===== config.mk =====
export PLATFORM = sky130hd
export DESIGN_NAME = deadline_timer_queue
export DESIGN_NICKNAME = d
export VERILOG_FILES = /design/src/dtq_pkg.sv /design/src/dtq_entry_ram.sv /design/src/deadline_timer_queue.sv
export SDC_FILE = /design/constraint.sdc
export NUM_CORES = 1
export LEC_CHECK = 0
export BUFFER_PORTS_ARGS = -buffer_cell sky130_fd_sc_hd__buf_2
export CORE_MARGIN = 1
export CORE_UTILIZATION = 55
export CTS_CLUSTER_DIAMETER = 80
export DETAILED_ROUTE_END_ITERATION = 7
export GPL_ROUTABILITY_DRIVEN = 0
export PLACE_DENSITY = 0.78
export SLEW_MARGIN = 20
export SYNTH_ARGS = -nofsm -noshare
export SYNTH_HDL_FRONTEND = slang
export SYNTH_SLANG_ARGS = --single-unit

===== constraint.sdc =====
create_clock -name clk_i -period 3.7 [get_ports clk_i]
set_input_delay 0.185 -clock clk_i [delete_from_list [all_inputs] [get_ports clk_i]]
set_output_delay 0.185 -clock clk_i [all_outputs]
set_load 0.01 [all_outputs]

===== src/dtq_pkg.sv =====
// Package for the deadline timer queue.
// Holds the request and status codes and the fixed field widths.
// Used by deadline_timer_queue; depends on nothing.
`default_nettype none

package dtq_pkg;

  // Fixed widths of the request and result fields.
  localparam int unsigned REQ_W     = 2;
  localparam int unsigned STATUS_W  = 3;
  localparam int unsigned OUT_ID_W  = 8;
  localparam int unsigned CANCEL_W  = 8;

  // Most entries that one tick may fire.
  localparam int unsigned MAX_RESULTS = 16;

  // Request codes.
  typedef enum logic [REQ_W-1:0] {
    REQ_ADD    = 2'd0,
    REQ_CANCEL = 2'd1,
    REQ_TICK   = 2'd2,
    REQ_STOP   = 2'd3
  } req_e;

  // Result status codes.
  typedef enum logic [STATUS_W-1:0] {
    ST_ADDED         = 3'd0,
    ST_FULL          = 3'd1,
    ST_NOT_ACCEPTING = 3'd2,
    ST_CANCELLED     = 3'd3,
    ST_CANCEL_FAILED = 3'd4,
    ST_FIRED         = 3'd5,
    ST_NONE_DUE      = 3'd6,
    ST_STOPPED       = 3'd7
  } status_e;

endpackage

`default_nettype wire


===== src/dtq_entry_ram.sv =====
// Entry store of the deadline timer queue: one write port and one
// registered read port. Depends on nothing.
`default_nettype none

module dtq_entry_ram #(
  parameter int unsigned DEPTH = 16,
  parameter int unsigned WIDTH = 40
) (
  input  wire logic                     clk_i,
  input  wire logic                     wr_en_i,
  input  wire logic [$clog2(DEPTH)-1:0] wr_addr_i,
  input  wire logic [WIDTH-1:0]         wr_data_i,
  input  wire logic                     rd_en_i,
  input  wire logic [$clog2(DEPTH)-1:0] rd_addr_i,
  output logic      [WIDTH-1:0]         rd_data_o
);

  logic [WIDTH-1:0] mem [DEPTH];

  // Write port.
  always_ff @(posedge clk_i) begin
    if (wr_en_i) begin
      mem[wr_addr_i] <= wr_data_i;
    end
  end

  // Registered read port; the data holds until the next read.
  always_ff @(posedge clk_i) begin
    if (rd_en_i) begin
      rd_data_o <= mem[rd_addr_i];
    end
  end

endmodule

`default_nettype wire


===== src/deadline_timer_queue.sv =====
// Deadline timer queue: a sorted list of pending deadlines with add,
// cancel, tick and stop requests. Depends on dtq_pkg and dtq_entry_ram.
//
// Usage: a request (req_type_i with due_time_i, cancel_id_i or now_time_i)
// is taken when in_valid_i and in_ready_o are both high. Each request gives
// one or more results (status_o, item_id_o, last_o) on the output channel;
// last_o marks the final result of the request. The entries sit in a memory
// with one write port and one read port, walked by a small sequencer, so
// in_ready_o stays low while a request is being worked on.
// Work per request, with N stored entries:
//   stop, or add/tick after stop, or add to a full queue: answered from idle.
//   cancel: a walk over all N entries.
//   add: a walk over up to N entries per id tried in the free id search,
//     then the ordered insert, which walks down from the tail.
//   tick firing K entries: reads from the head, then moves the other N - K
//     entries down to close the gap left at the head of the queue.
// Results leave through an output register. A new request is taken only
// once that register is free, so a result that waits on the receiver holds
// the request side off; when the receiver stalls the sequencer also waits
// before each further result.
// Reset empties the queue, sets the next id to zero and allows adds; the
// memory needs no clearing, as only entries below the count are read.
`default_nettype none

module deadline_timer_queue #(
  parameter int unsigned QUEUE_DEPTH = 16,
  parameter int unsigned ID_BITS     = 8,
  parameter int unsigned TIME_BITS   = 32
) (
  input  wire logic                          clk_i,
  input  wire logic                          rst_ni,
  input  wire logic                          in_valid_i,
  output logic                               in_ready_o,
  input  wire logic [dtq_pkg::REQ_W-1:0]     req_type_i,
  input  wire logic [TIME_BITS-1:0]          due_time_i,
  input  wire logic [dtq_pkg::CANCEL_W-1:0]  cancel_id_i,
  input  wire logic [TIME_BITS-1:0]          now_time_i,
  output logic                               out_valid_o,
  input  wire logic                          out_ready_i,
  output logic      [dtq_pkg::STATUS_W-1:0]  status_o,
  output logic      [dtq_pkg::OUT_ID_W-1:0]  item_id_o,
  output logic                               last_o
);

  localparam int unsigned CNT_W  = $clog2(QUEUE_DEPTH + 1);
  localparam int unsigned IDX_W  = $clog2(QUEUE_DEPTH);
  localparam int unsigned ENT_W  = TIME_BITS + ID_BITS;
  localparam int unsigned CMP_W  = (ID_BITS > dtq_pkg::CANCEL_W) ? ID_BITS : dtq_pkg::CANCEL_W;
  localparam int unsigned FIRE_LIMIT =
    (QUEUE_DEPTH < dtq_pkg::MAX_RESULTS) ? QUEUE_DEPTH : dtq_pkg::MAX_RESULTS;

  typedef enum logic [3:0] {
    S_IDLE,
    S_ID_RD,
    S_ID_CHK,
    S_INS_RD,
    S_INS_CHK,
    S_CAN_RD,
    S_CAN_CHK,
    S_TICK_RD,
    S_TICK_CHK,
    S_TICK_END,
    S_CMP_RD,
    S_CMP_WR,
    S_FIN
  } state_e;

  state_e                        state_q, state_d;
  logic [CNT_W-1:0]              cnt_q, cnt_d;
  logic [ID_BITS-1:0]            next_id_q, next_id_d;
  logic                          accepting_q, accepting_d;
  logic [CNT_W-1:0]              idx_q, idx_d;
  logic [CNT_W-1:0]              k_q, k_d;
  logic [ID_BITS-1:0]            cand_q, cand_d;
  logic [ID_BITS-1:0]            tries_q, tries_d;
  logic [TIME_BITS-1:0]          time_q, time_d;
  logic [dtq_pkg::CANCEL_W-1:0]  cid_q, cid_d;
  logic                          found_q, found_d;
  logic                          pend_v_q, pend_v_d;
  logic [ID_BITS-1:0]            pend_id_q, pend_id_d;
  logic [dtq_pkg::STATUS_W-1:0]  res_status_q, res_status_d;
  logic [dtq_pkg::OUT_ID_W-1:0]  res_id_q, res_id_d;
  logic                          out_valid_q, out_valid_d;
  logic [dtq_pkg::STATUS_W-1:0]  status_q, status_d;
  logic [dtq_pkg::OUT_ID_W-1:0]  item_id_q, item_id_d;
  logic                          last_q, last_d;

  logic                          out_free;
  logic [CNT_W-1:0]              idx_m1;
  logic [CNT_W-1:0]              cmp_dst;
  logic                          ram_wr_en;
  logic [IDX_W-1:0]              ram_wr_addr;
  logic [ENT_W-1:0]              ram_wr_data;
  logic                          ram_rd_en;
  logic [IDX_W-1:0]              ram_rd_addr;
  logic [ENT_W-1:0]              ram_rd_data;
  logic [TIME_BITS-1:0]          rd_due;
  logic [ID_BITS-1:0]            rd_id;

  dtq_entry_ram #(
    .DEPTH (QUEUE_DEPTH),
    .WIDTH (ENT_W)
  ) u_ram (
    .clk_i     (clk_i),
    .wr_en_i   (ram_wr_en),
    .wr_addr_i (ram_wr_addr),
    .wr_data_i (ram_wr_data),
    .rd_en_i   (ram_rd_en),
    .rd_addr_i (ram_rd_addr),
    .rd_data_o (ram_rd_data)
  );

  assign rd_due = ram_rd_data[ENT_W-1:ID_BITS];
  assign rd_id  = ram_rd_data[ID_BITS-1:0];

  // The output register can take a new result this cycle.
  assign out_free   = !out_valid_q || out_ready_i;
  assign in_ready_o = (state_q == S_IDLE) && out_free;
  assign idx_m1     = idx_q - 1'b1;
  assign cmp_dst    = idx_q - k_q;

  assign out_valid_o = out_valid_q;
  assign status_o    = status_q;
  assign item_id_o   = item_id_q;
  assign last_o      = last_q;

  // Sequencer: next state, memory port controls and results.
  always_comb begin
    state_d      = state_q;
    cnt_d        = cnt_q;
    next_id_d    = next_id_q;
    accepting_d  = accepting_q;
    idx_d        = idx_q;
    k_d          = k_q;
    cand_d       = cand_q;
    tries_d      = tries_q;
    time_d       = time_q;
    cid_d        = cid_q;
    found_d      = found_q;
    pend_v_d     = pend_v_q;
    pend_id_d    = pend_id_q;
    res_status_d = res_status_q;
    res_id_d     = res_id_q;
    out_valid_d  = out_valid_q;
    status_d     = status_q;
    item_id_d    = item_id_q;
    last_d       = last_q;
    ram_wr_en    = 1'b0;
    ram_wr_addr  = idx_q[IDX_W-1:0];
    ram_wr_data  = {due_time_i, cand_q};
    ram_rd_en    = 1'b0;
    ram_rd_addr  = idx_q[IDX_W-1:0];

    if (out_valid_q && out_ready_i) begin
      out_valid_d = 1'b0;
    end

    unique case (state_q)
      S_IDLE: begin
        if (in_valid_i && in_ready_o) begin
          unique case (dtq_pkg::req_e'(req_type_i))
            dtq_pkg::REQ_ADD: begin
              if (!accepting_q) begin
                out_valid_d = 1'b1;
                status_d    = dtq_pkg::ST_NOT_ACCEPTING;
                item_id_d   = '0;
                last_d      = 1'b1;
              end else if (cnt_q == CNT_W'(QUEUE_DEPTH)) begin
                out_valid_d = 1'b1;
                status_d    = dtq_pkg::ST_FULL;
                item_id_d   = '0;
                last_d      = 1'b1;
              end else begin
                cand_d  = next_id_q;
                tries_d = '0;
                idx_d   = '0;
                time_d  = due_time_i;
                state_d = S_ID_RD;
              end
            end
            dtq_pkg::REQ_CANCEL: begin
              cid_d   = cancel_id_i;
              idx_d   = '0;
              found_d = 1'b0;
              state_d = S_CAN_RD;
            end
            dtq_pkg::REQ_TICK: begin
              if (!accepting_q) begin
                out_valid_d = 1'b1;
                status_d    = dtq_pkg::ST_NOT_ACCEPTING;
                item_id_d   = '0;
                last_d      = 1'b1;
              end else begin
                time_d   = now_time_i;
                idx_d    = '0;
                pend_v_d = 1'b0;
                state_d  = S_TICK_RD;
              end
            end
            dtq_pkg::REQ_STOP: begin
              accepting_d = 1'b0;
              out_valid_d = 1'b1;
              status_d    = dtq_pkg::ST_STOPPED;
              item_id_d   = '0;
              last_d      = 1'b1;
            end
            default: ;
          endcase
        end
      end

      // Free id search: scan the entries for the candidate id; on a match, try the next id.
      S_ID_RD: begin
        if (idx_q == cnt_q) begin
          next_id_d = cand_q + 1'b1;
          idx_d     = cnt_q;
          state_d   = S_INS_RD;
        end else begin
          ram_rd_en = 1'b1;
          state_d   = S_ID_CHK;
        end
      end

      S_ID_CHK: begin
        if (rd_id == cand_q) begin
          if (tries_q == {ID_BITS{1'b1}}) begin
            res_status_d = dtq_pkg::ST_FULL;
            res_id_d     = '0;
            state_d      = S_FIN;
          end else begin
            cand_d  = cand_q + 1'b1;
            tries_d = tries_q + 1'b1;
            idx_d   = '0;
            state_d = S_ID_RD;
          end
        end else begin
          idx_d   = idx_q + 1'b1;
          state_d = S_ID_RD;
        end
      end

      // Ordered insert: walk down from the tail, moving later entries up.
      S_INS_RD: begin
        if (idx_q == '0) begin
          ram_wr_en    = 1'b1;
          ram_wr_data  = {time_q, cand_q};
          cnt_d        = cnt_q + 1'b1;
          res_status_d = dtq_pkg::ST_ADDED;
          res_id_d     = dtq_pkg::OUT_ID_W'(cand_q);
          state_d      = S_FIN;
        end else begin
          ram_rd_en   = 1'b1;
          ram_rd_addr = idx_m1[IDX_W-1:0];
          state_d     = S_INS_CHK;
        end
      end

      S_INS_CHK: begin
        ram_wr_en = 1'b1;
        if (time_q < rd_due) begin
          ram_wr_data = ram_rd_data;
          idx_d       = idx_m1;
          state_d     = S_INS_RD;
        end else begin
          ram_wr_data  = {time_q, cand_q};
          cnt_d        = cnt_q + 1'b1;
          res_status_d = dtq_pkg::ST_ADDED;
          res_id_d     = dtq_pkg::OUT_ID_W'(cand_q);
          state_d      = S_FIN;
        end
      end

      // Cancel: find the id, then move every later entry down by one.
      S_CAN_RD: begin
        if (idx_q == cnt_q) begin
          res_status_d = found_q ? dtq_pkg::ST_CANCELLED : dtq_pkg::ST_CANCEL_FAILED;
          res_id_d     = cid_q;
          if (found_q) begin
            cnt_d = cnt_q - 1'b1;
          end
          state_d = S_FIN;
        end else begin
          ram_rd_en = 1'b1;
          state_d   = S_CAN_CHK;
        end
      end

      S_CAN_CHK: begin
        if (found_q) begin
          ram_wr_en   = 1'b1;
          ram_wr_addr = idx_m1[IDX_W-1:0];
          ram_wr_data = ram_rd_data;
        end else if (CMP_W'(rd_id) == CMP_W'(cid_q)) begin
          found_d = 1'b1;
        end
        idx_d   = idx_q + 1'b1;
        state_d = S_CAN_RD;
      end

      // Tick: fire due entries from the head. Each fired id is held back
      // one step so that the final one can carry the last flag.
      S_TICK_RD: begin
        if (idx_q == cnt_q || idx_q == CNT_W'(FIRE_LIMIT)) begin
          state_d = S_TICK_END;
        end else begin
          ram_rd_en = 1'b1;
          state_d   = S_TICK_CHK;
        end
      end

      S_TICK_CHK: begin
        if (rd_due <= time_q) begin
          if (!pend_v_q || out_free) begin
            if (pend_v_q) begin
              out_valid_d = 1'b1;
              status_d    = dtq_pkg::ST_FIRED;
              item_id_d   = dtq_pkg::OUT_ID_W'(pend_id_q);
              last_d      = 1'b0;
            end
            pend_v_d  = 1'b1;
            pend_id_d = rd_id;
            idx_d     = idx_q + 1'b1;
            state_d   = S_TICK_RD;
          end
        end else begin
          state_d = S_TICK_END;
        end
      end

      S_TICK_END: begin
        if (!pend_v_q) begin
          res_status_d = dtq_pkg::ST_NONE_DUE;
          res_id_d     = '0;
          state_d      = S_FIN;
        end else if (out_free) begin
          out_valid_d = 1'b1;
          status_d    = dtq_pkg::ST_FIRED;
          item_id_d   = dtq_pkg::OUT_ID_W'(pend_id_q);
          last_d      = 1'b1;
          k_d         = idx_q;
          state_d     = S_CMP_RD;
        end
      end

      // Close the gap left by the fired entries at the head.
      S_CMP_RD: begin
        if (idx_q == cnt_q) begin
          cnt_d   = cnt_q - k_q;
          state_d = S_IDLE;
        end else begin
          ram_rd_en = 1'b1;
          state_d   = S_CMP_WR;
        end
      end

      S_CMP_WR: begin
        ram_wr_en   = 1'b1;
        ram_wr_addr = cmp_dst[IDX_W-1:0];
        ram_wr_data = ram_rd_data;
        idx_d       = idx_q + 1'b1;
        state_d     = S_CMP_RD;
      end

      // Single final result, sent once the output register is free.
      S_FIN: begin
        if (out_free) begin
          out_valid_d = 1'b1;
          status_d    = res_status_q;
          item_id_d   = res_id_q;
          last_d      = 1'b1;
          state_d     = S_IDLE;
        end
      end

      default: state_d = S_IDLE;
    endcase
  end

  // State and registered outputs.
  always_ff @(posedge clk_i or negedge rst_ni) begin
    if (!rst_ni) begin
      state_q      <= S_IDLE;
      cnt_q        <= '0;
      next_id_q    <= '0;
      accepting_q  <= 1'b1;
      idx_q        <= '0;
      k_q          <= '0;
      cand_q       <= '0;
      tries_q      <= '0;
      time_q       <= '0;
      cid_q        <= '0;
      found_q      <= 1'b0;
      pend_v_q     <= 1'b0;
      pend_id_q    <= '0;
      res_status_q <= '0;
      res_id_q     <= '0;
      out_valid_q  <= 1'b0;
      status_q     <= '0;
      item_id_q    <= '0;
      last_q       <= 1'b0;
    end else begin
      state_q      <= state_d;
      cnt_q        <= cnt_d;
      next_id_q    <= next_id_d;
      accepting_q  <= accepting_d;
      idx_q        <= idx_d;
      k_q          <= k_d;
      cand_q       <= cand_d;
      tries_q      <= tries_d;
      time_q       <= time_d;
      cid_q        <= cid_d;
      found_q      <= found_d;
      pend_v_q     <= pend_v_d;
      pend_id_q    <= pend_id_d;
      res_status_q <= res_status_d;
      res_id_q     <= res_id_d;
      out_valid_q  <= out_valid_d;
      status_q     <= status_d;
      item_id_q    <= item_id_d;
      last_q       <= last_d;
    end
  end

endmodule

`default_nettype wire

Word level (Yosys, flattened, before mapping)

Memories as Yosys holds them, arrays and structs flattened. A register that Yosys moved wholly into a read port is not among the register bits.
Index checks and enable logic that the tools add are counted.
Widths: inputs -> output; s select.

Register bits: 118
Latch bits: 0
Memory bits (writable): 640
Memory bits (read-only): 0
Bits of input ports: 78
Output and inout port bits: 14
Logic and storage cells: 269
Memories: 1

Memory list:

| name      | depth | bits a word | rd ports | clocked after memory_dff | write ports | RTL line            | text |
|---|---|---|---|---|---|---|---|
| u_ram.mem | 16    | 40          | 1        | 1                        | 1           | dtq_entry_ram.sv:18 | `logic [WIDTH-1:0] mem [DEPTH];` |

$add $sub $neg: 8
Multipliers: 0
Divide/modulo/power cells: 0
Magnitude comparators: 2
Equal/unequal tests: 57
Shift-type cells: 0
Mux-type cells: 145
Bitwise logic cells: 0
Reductions and logical operators: 37

Operators by type and width:

| kind                | number |
|---|---|
| $mux 8              | 28 |
| $pmux 40 s4         | 1 |
| $mux 40             | 3 |
| $mux 32             | 3 |
| $mux 5              | 15 |
| $mux 4              | 18 |
| $pmux 32 s2         | 1 |
| $pmux 4 s13         | 1 |
| $mux 3              | 17 |
| $ne 2x2->1 const B  | 22 |
| $pmux 8 s5          | 1 |
| $mux 1              | 37 |
| $le 32x32->1        | 1 |
| $lt 32x32->1        | 1 |
| $pmux 8 s2          | 2 |
| $pmux 8 s4          | 1 |
| $pmux 5 s6          | 1 |
| $pmux 8 s3          | 1 |
| $reduce_and 11->1   | 2 |
| $ne 3x3->1 const B  | 7 |
| $eq 4x4->1 const B  | 5 |
| $pmux 5 s4          | 1 |
| $reduce_and 6->1    | 3 |
| $add 8x1->8 const B | 2 |
| other kinds (42)    | 75 |

Depth between registers and ports, before layout

Word-level depth: 7
Gate-level depth with buffers: 13
Gate-level depth less buffers: 11

Hierarchy

From an unflattened synthesis, not the netlist that was laid out.

Cell total of the unflattened synthesis: 1,986
Area total of the unflattened synthesis: 34,134.0 µm²

By module, submodules not included:

| module               | times used | cells each | area an instance (µm²) | seq. area each (µm²) |
|---|---|---|---|---|
| dtq_entry_ram        | 1          | 1,040      | 25,532.0               | 20,419.6 |
| deadline_timer_queue | 1          | 946        | 8,602.0                | 2,954.1 |

Worst setup path after synthesis

No wires, ideal clock.

Path kind: register to register
Start: reg idx_q[0]
End: mem u_ram.mem[4][0] (enable)
Setup time: 437 ps
Arrival time: 3,605 ps
Data required time: 3,263 ps
Path slack: -342 ps
Cell stages (with the launch flop): 11
Path buffers: 1
Clock period less this slack: 4,042 ps
Cells stage by stage: dfrtp_1 > buf_4 > inv_1 > ha_1 > nor2b_1 > o21ai_0 > a21boi_0 > or2_2 > a221oi_1 > nand2_1 > nor2_1

Cells in the longest elaborated chain, start to end: 5
Elaborated cells on any way between the ends: 9
Classes of those cells: add/sub: 2; mux: 6; reduce/logical: 1

RTL lines:

| what                                                                | RTL line                    | text |
|---|---|---|
| start, declared                                                     | deadline_timer_queue.sv:72  | `logic [CNT_W-1:0] idx_q, idx_d;` |
| start signal, assigned                                              | deadline_timer_queue.sv:406 | `idx_q <= idx_d;` |
| parallel branches: the longest is 5 deep, another holds $sub 5x1->5 | n/a                         |  |
| end, declared                                                       | dtq_entry_ram.sv:18         |  |

Parallel ways; which one is timed is not known.

Final worst setup path

Start: reg u_ram.rd_data_o[17] (read register of u_ram.mem)
End: mem u_ram.mem[13][32] (data pin)

Cells in the longest elaborated chain, start to end: 3

RTL lines:

| what                | RTL line                    | text |
|---|---|---|
| start, declared     | dtq_entry_ram.sv:15         | `output logic [WIDTH-1:0] rd_data_o` |
| $lt 32x32->1        | deadline_timer_queue.sv:260 | `if (time_q < rd_due) begin` |
| $mux 40             | deadline_timer_queue.sv:260 |  |
| $pmux 40 s4         | deadline_timer_queue.sv:158 | `unique case (state_q)` |
| net ram_wr_data[32] | deadline_timer_queue.sv:93  | `logic [ENT_W-1:0] ram_wr_data;` |

The timed path passes the listed nets, and every way through them passes these cells.

==> metrics list <==
- The most used flip-flop cell after synthesis is sky130_fd_sc_hd__edfxtp_1.
- Wires add up to 89300 um.
- The total overflow left after global routing is 0.
- In this run the worst hold path is classified as input pin to flop.
- Across the routed clock network, the largest skew measured is 37.6 ps.
- The initial antenna violation count is 0.
- Starting utilization of the core area: between 50 and 60%
* Status: completed
- Antenna diode instance count: 0
* Cell Chain, Critical Path: ha_1 -> nand4_1 -> nor2_1 -> a221oi_2 -> a31oi_2 -> buf_4 -> o21ai_4 -> nand2_2 -> buf_4 -> a221o_1 -> buf_4
- Row count: 90
- The placed instances occupy a cell area of about 36000 sq um.
- The startpoint identified for the worst register-to-register timing path is u_ram.rd_data_o[17].
- Total via count after detailed routing: ~21000
- STA classifies the critical path endpoint as a flop.
- Worst Hold Depth: 3
- Average via count per standard cell: about 6.7
* Clock insertion delay at the later pin of the skew report: 650 ps
- Sinks on Clock Net: between 700 and 800
- For this run, the number of Yosys warnings is 0.
* Synth Area per Inst: between 15 and 20 sq um
- The final-report max-slew violation count came to 0.
- The analysis attributes to cell leakage a power of about 0.014 uW.
* Pin count of the biggest net entering global routing: 103
* F_max: between 200 and 300 MHz
- Via count of the first global-routing pass: ~21000
* Synthesis-stage register bit count: between 700 and 800
- The tree is rooted in a sky130_fd_sc_hd__clkbuf_16.
- Total half-perimeter wirelength after legalization and detailed placement: between 40000 and 50000 um
- For this run, the slowest stage of the critical path takes between 500 and 600 ps.
- First-pass GRT wire length: 132000 um
- The first detailed-routing pass ran for 6 iterations.
- Post-route minimum period: roughly 3600 ps
* Async set-or-reset flop fraction in the synthesized netlist: 14.8%
* Final Setup Violations: 0
* Routed WL per cell: about 29 um
- For this design, the slowest cell found on the critical path is sky130_fd_sc_hd__a221oi_2.
* Worst-case reg-to-reg path depth: 11
- Inst Count DP: 2873
- After synthesis, flip-flops and latches occupy between 60 and 70% of the total area.
- CTS tree: built
- Across the run, the number of max-cap violations was 0.
* Number of design-rule violations left by the first detailed-router iteration: 3028
* Count of buffers inserted at the top-level ports: just over 90
- Critical Path Source: u_ram.rd_data_o[17]
- The die covers 62600 sq um.
* Share of the clock period used by the worst path after layout: approximately 98%
- The detail route stage leaves a number of antenna-violating nets equal to 0.
* Fraction of layout cells with a size suffix above 1: roughly a quarter
- Minimum setup slack among reg-to-reg paths: 60 ps
- Chip Height: around 250 um
- In this run, synthesis inferred about 700 flip-flops with an integrated enable.
- The worst setup path is launched from a flop.
- I/O pin total: between 90 and 100
* H-tree lvl count: 3
* Setup repair after global routing missed its margin: false
* Min-delay src: due_time_i[26]
- Relative slew margins: 32.7%
- Clock tree synthesis inserted a total of 80 buffers.
* Post-CTS setup-driven buffer insertion count: 0
* Syn_nets: between 2000 and 2500
- Transition time at the pin with the least slew margin: around 1000 ps
- DRC violation count after routing: 0
* Arrival time worst endpoint: 3990 ps
- For hold timing, the worst endpoint is time_q[26].
- Summing all non-filler instances in the final layout gives an area of 39800 sq um.
- Relative to the synthesized area, the layout overhead comes to 17.4%.
* Non-filler cells, final: just over 3000
- Post-Synthesis Cells: around 2000
* Max FO, Critical Path: 16
- At the worst endpoint, the required time is between 4000 and 5000 ps.
* Final-report hold violation count: 0
- Power density relative to cell area: between 800 and 900 nW/um^2
* Chip Width: 250 um
* Worst-path clk slew: approximately 70 ps
* Final nets: ~2400
- Reg-to-Reg End: u_ram.mem[13][32]
- Crit Path Category: flop to flop
* Total standard cell area after synthesis: 33900 sq um
* Number of library cell types mapped by synthesis: between 80 and 90
- GRT Resource Usage Total: between 20% and 30%
* Max Buffers Root-to-Sink: 3
- Cell repeated most along the worst path: sky130_fd_sc_hd__buf_4
- Worst voltage drop across the vdd grid: approximately 0.55 mV
- Core Footprint: ~60000 sq um
## layout by cell type (no fill, tap or decap), types with 11 or more instances in the layout
| cell | instances |
|---|---|
| sky130_fd_sc_hd__edfxtp_1 | 680 |
| sky130_fd_sc_hd__mux4_2 | 160 |
| sky130_fd_sc_hd__nand2_1 | 121 |
| sky130_fd_sc_hd__dfrtp_1 | 117 |
| sky130_fd_sc_hd__a21oi_1 | 108 |
| sky130_fd_sc_hd__buf_2 | 90 |
| sky130_fd_sc_hd__nor2_1 | 88 |
| sky130_fd_sc_hd__a22oi_1 | 84 |
| sky130_fd_sc_hd__clkbuf_16 | 81 |
| sky130_fd_sc_hd__dlygate4sd3_1 | 76 |
| sky130_fd_sc_hd__buf_4 | 56 |
| sky130_fd_sc_hd__inv_1 | 51 |
| sky130_fd_sc_hd__o21ai_0 | 51 |
| sky130_fd_sc_hd__ha_1 | 47 |
| sky130_fd_sc_hd__mux2_2 | 40 |
| sky130_fd_sc_hd__mux2i_1 | 38 |
| sky130_fd_sc_hd__buf_12 | 37 |
| sky130_fd_sc_hd__nand3_1 | 22 |
| sky130_fd_sc_hd__clkinv_2 | 19 |
| sky130_fd_sc_hd__a221o_1 | 18 |
| sky130_fd_sc_hd__a22o_1 | 18 |
| sky130_fd_sc_hd__xor2_1 | 17 |
| sky130_fd_sc_hd__nor2_4 | 17 |
| sky130_fd_sc_hd__nor2b_1 | 16 |
| sky130_fd_sc_hd__a221o_2 | 16 |
| sky130_fd_sc_hd__xnor2_1 | 16 |
| sky130_fd_sc_hd__nor3_1 | 15 |
| sky130_fd_sc_hd__nand4_1 | 13 |
| sky130_fd_sc_hd__clkinv_1 | 11 |
## cells by family (layout without fill, tap and decap cells)
group | Yosys count | count (layout) | share of synthesized area [%]
AO/OA/AOI/OAI | 373 | 373 | 7.58
XOR/XNOR | 34 | 34 | 0.901
adder cells (fa/ha/maj) | 50 | 50 | 1.89
buffers and inverters | 165 | 462 | 2.06
flip-flops | 798 | 798 | 69.0
multiplexers | 248 | 248 | 13.5
AND/OR/NAND/NOR | 352 | 352 | 5.05
## per-stage QoR
stage | worst slack, ps | total power, uW | utilization, % | hold slack (ps) | setup TNS, ps
3_5_place_dp | 56.3 | 25700 | 59.8 | 421 | 0
3_3_place_gp | 128 | 25200 | 59.8 | 421 | 0
5_1_grt | 16.2 | 35800 | 65.7 | 41.3 | 0
4_1_cts | 0.685 | 34400 | 65.6 | 14.1 | 0
2_1_floorplan | -342 | 21700 | - | -111 | -142270
6_report | 63.3 | 34600 | 65.7 | 57.6 | 0
## sequential cells by signal, summed over array words and instances (netlist names), 3 cells and up
signal,count
cand_q,8
cid_q,8
cnt_q,5
idx_q,5
item_id_o,8
k_q,5
next_id_q,8
pend_id_q,8
res_id_q,8
res_status_q,3
state_q,4
status_o,3
time_q,32
tries_q,8
u_ram.mem,640
u_ram.rd_data_o,40
## worst max-delay path: cells and delay by family (launching register included)
kind,cells,cell delay (ps)
simple gates,3,470
compound gates,4,1350
fa+ha+maj,1,350
flops,1,470
buf+inv,3,680
## power breakdown
group | switching [uW] | internal [uW] | leakage [uW]
logic | 7250 | 4990 | 0.00517
registers | 1050 | 12800 | 0.00763
clock network | 3570 | 4930 | 0.00137
## area by class of cell
class	instances	area (sq um)
flip-flops and latches	798	23400
clock buffers	96	2150
clock inverters	54	637
inverters	52	195
fillers	3831	20800
multi-input cells	1057	10100
well taps	782	978
repair buffers	260	2390
## routing by layer
metal  share of wire [%]  GRT usage (%)
met1                  36           36.8
met2                  49           47.4
met3                  10           5.31
met4                 4.7           14.0
met5                   0              0
## Yosys cell counts, types with 4 or more instances
master / n / area [sq um]
sky130_fd_sc_hd__a21o_1: 5 / 37.5
sky130_fd_sc_hd__edfxtp_1: 680 / 20400
sky130_fd_sc_hd__nand2_1: 122 / 458
sky130_fd_sc_hd__mux4_2: 160 / 3600
sky130_fd_sc_hd__a22oi_1: 84 / 631
sky130_fd_sc_hd__and3_1: 9 / 56.3
sky130_fd_sc_hd__o22ai_1: 6 / 37.5
sky130_fd_sc_hd__mux2_4: 10 / 150
sky130_fd_sc_hd__a221o_1: 34 / 340
sky130_fd_sc_hd__nor4_1: 6 / 37.5
sky130_fd_sc_hd__or3_1: 6 / 37.5
sky130_fd_sc_hd__a22o_1: 18 / 158
sky130_fd_sc_hd__mux2i_1: 38 / 380
sky130_fd_sc_hd__nand2b_1: 7 / 43.8
sky130_fd_sc_hd__clkbuf_1: 64 / 240
sky130_fd_sc_hd__dfrtp_1: 117 / 2930
sky130_fd_sc_hd__o31ai_1: 7 / 52.6
sky130_fd_sc_hd__a31oi_1: 5 / 31.3
sky130_fd_sc_hd__a221oi_1: 6 / 52.6
sky130_fd_sc_hd__o41ai_1: 4 / 35.0
sky130_fd_sc_hd__o21ai_0: 51 / 255
sky130_fd_sc_hd__ha_1: 48 / 601
sky130_fd_sc_hd__nor2b_1: 16 / 100
sky130_fd_sc_hd__nand3_1: 22 / 110
sky130_fd_sc_hd__nand4_1: 13 / 81.3
sky130_fd_sc_hd__nor3_1: 15 / 75.1
sky130_fd_sc_hd__buf_2: 42 / 210
sky130_fd_sc_hd__a211o_1: 4 / 35.0
sky130_fd_sc_hd__xor2_1: 17 / 149
sky130_fd_sc_hd__xnor2_1: 16 / 140
sky130_fd_sc_hd__mux2_2: 40 / 450
sky130_fd_sc_hd__nor2_1: 104 / 390
sky130_fd_sc_hd__a21oi_1: 108 / 541
sky130_fd_sc_hd__a211oi_1: 6 / 45.0
sky130_fd_sc_hd__inv_1: 51 / 191
sky130_fd_sc_hd__o21ai_1: 5 / 25.0
sky130_fd_sc_hd__and2_1: 4 / 25.0
## how the worst max path moves through the flow
stage                                    to  slack (ps)
after floorplan             u_ram.mem[4][0]        -340
after global placement    u_ram.mem[15][38]         130
after detailed placement   u_ram.mem[6][25]          60
after CTS                 u_ram.mem[10][36]         0.7
after global routing       u_ram.mem[3][14]          20
final                     u_ram.mem[13][32]          60
## repair_timing
action                                  in CTS  in global routing
gates resized for setup                      0                 16
hold buffers                                76                  0
endpoints found under the hold margin      143                  0
endpoints found under the setup margin       0                252
Power figures use the tool's default switching activity.
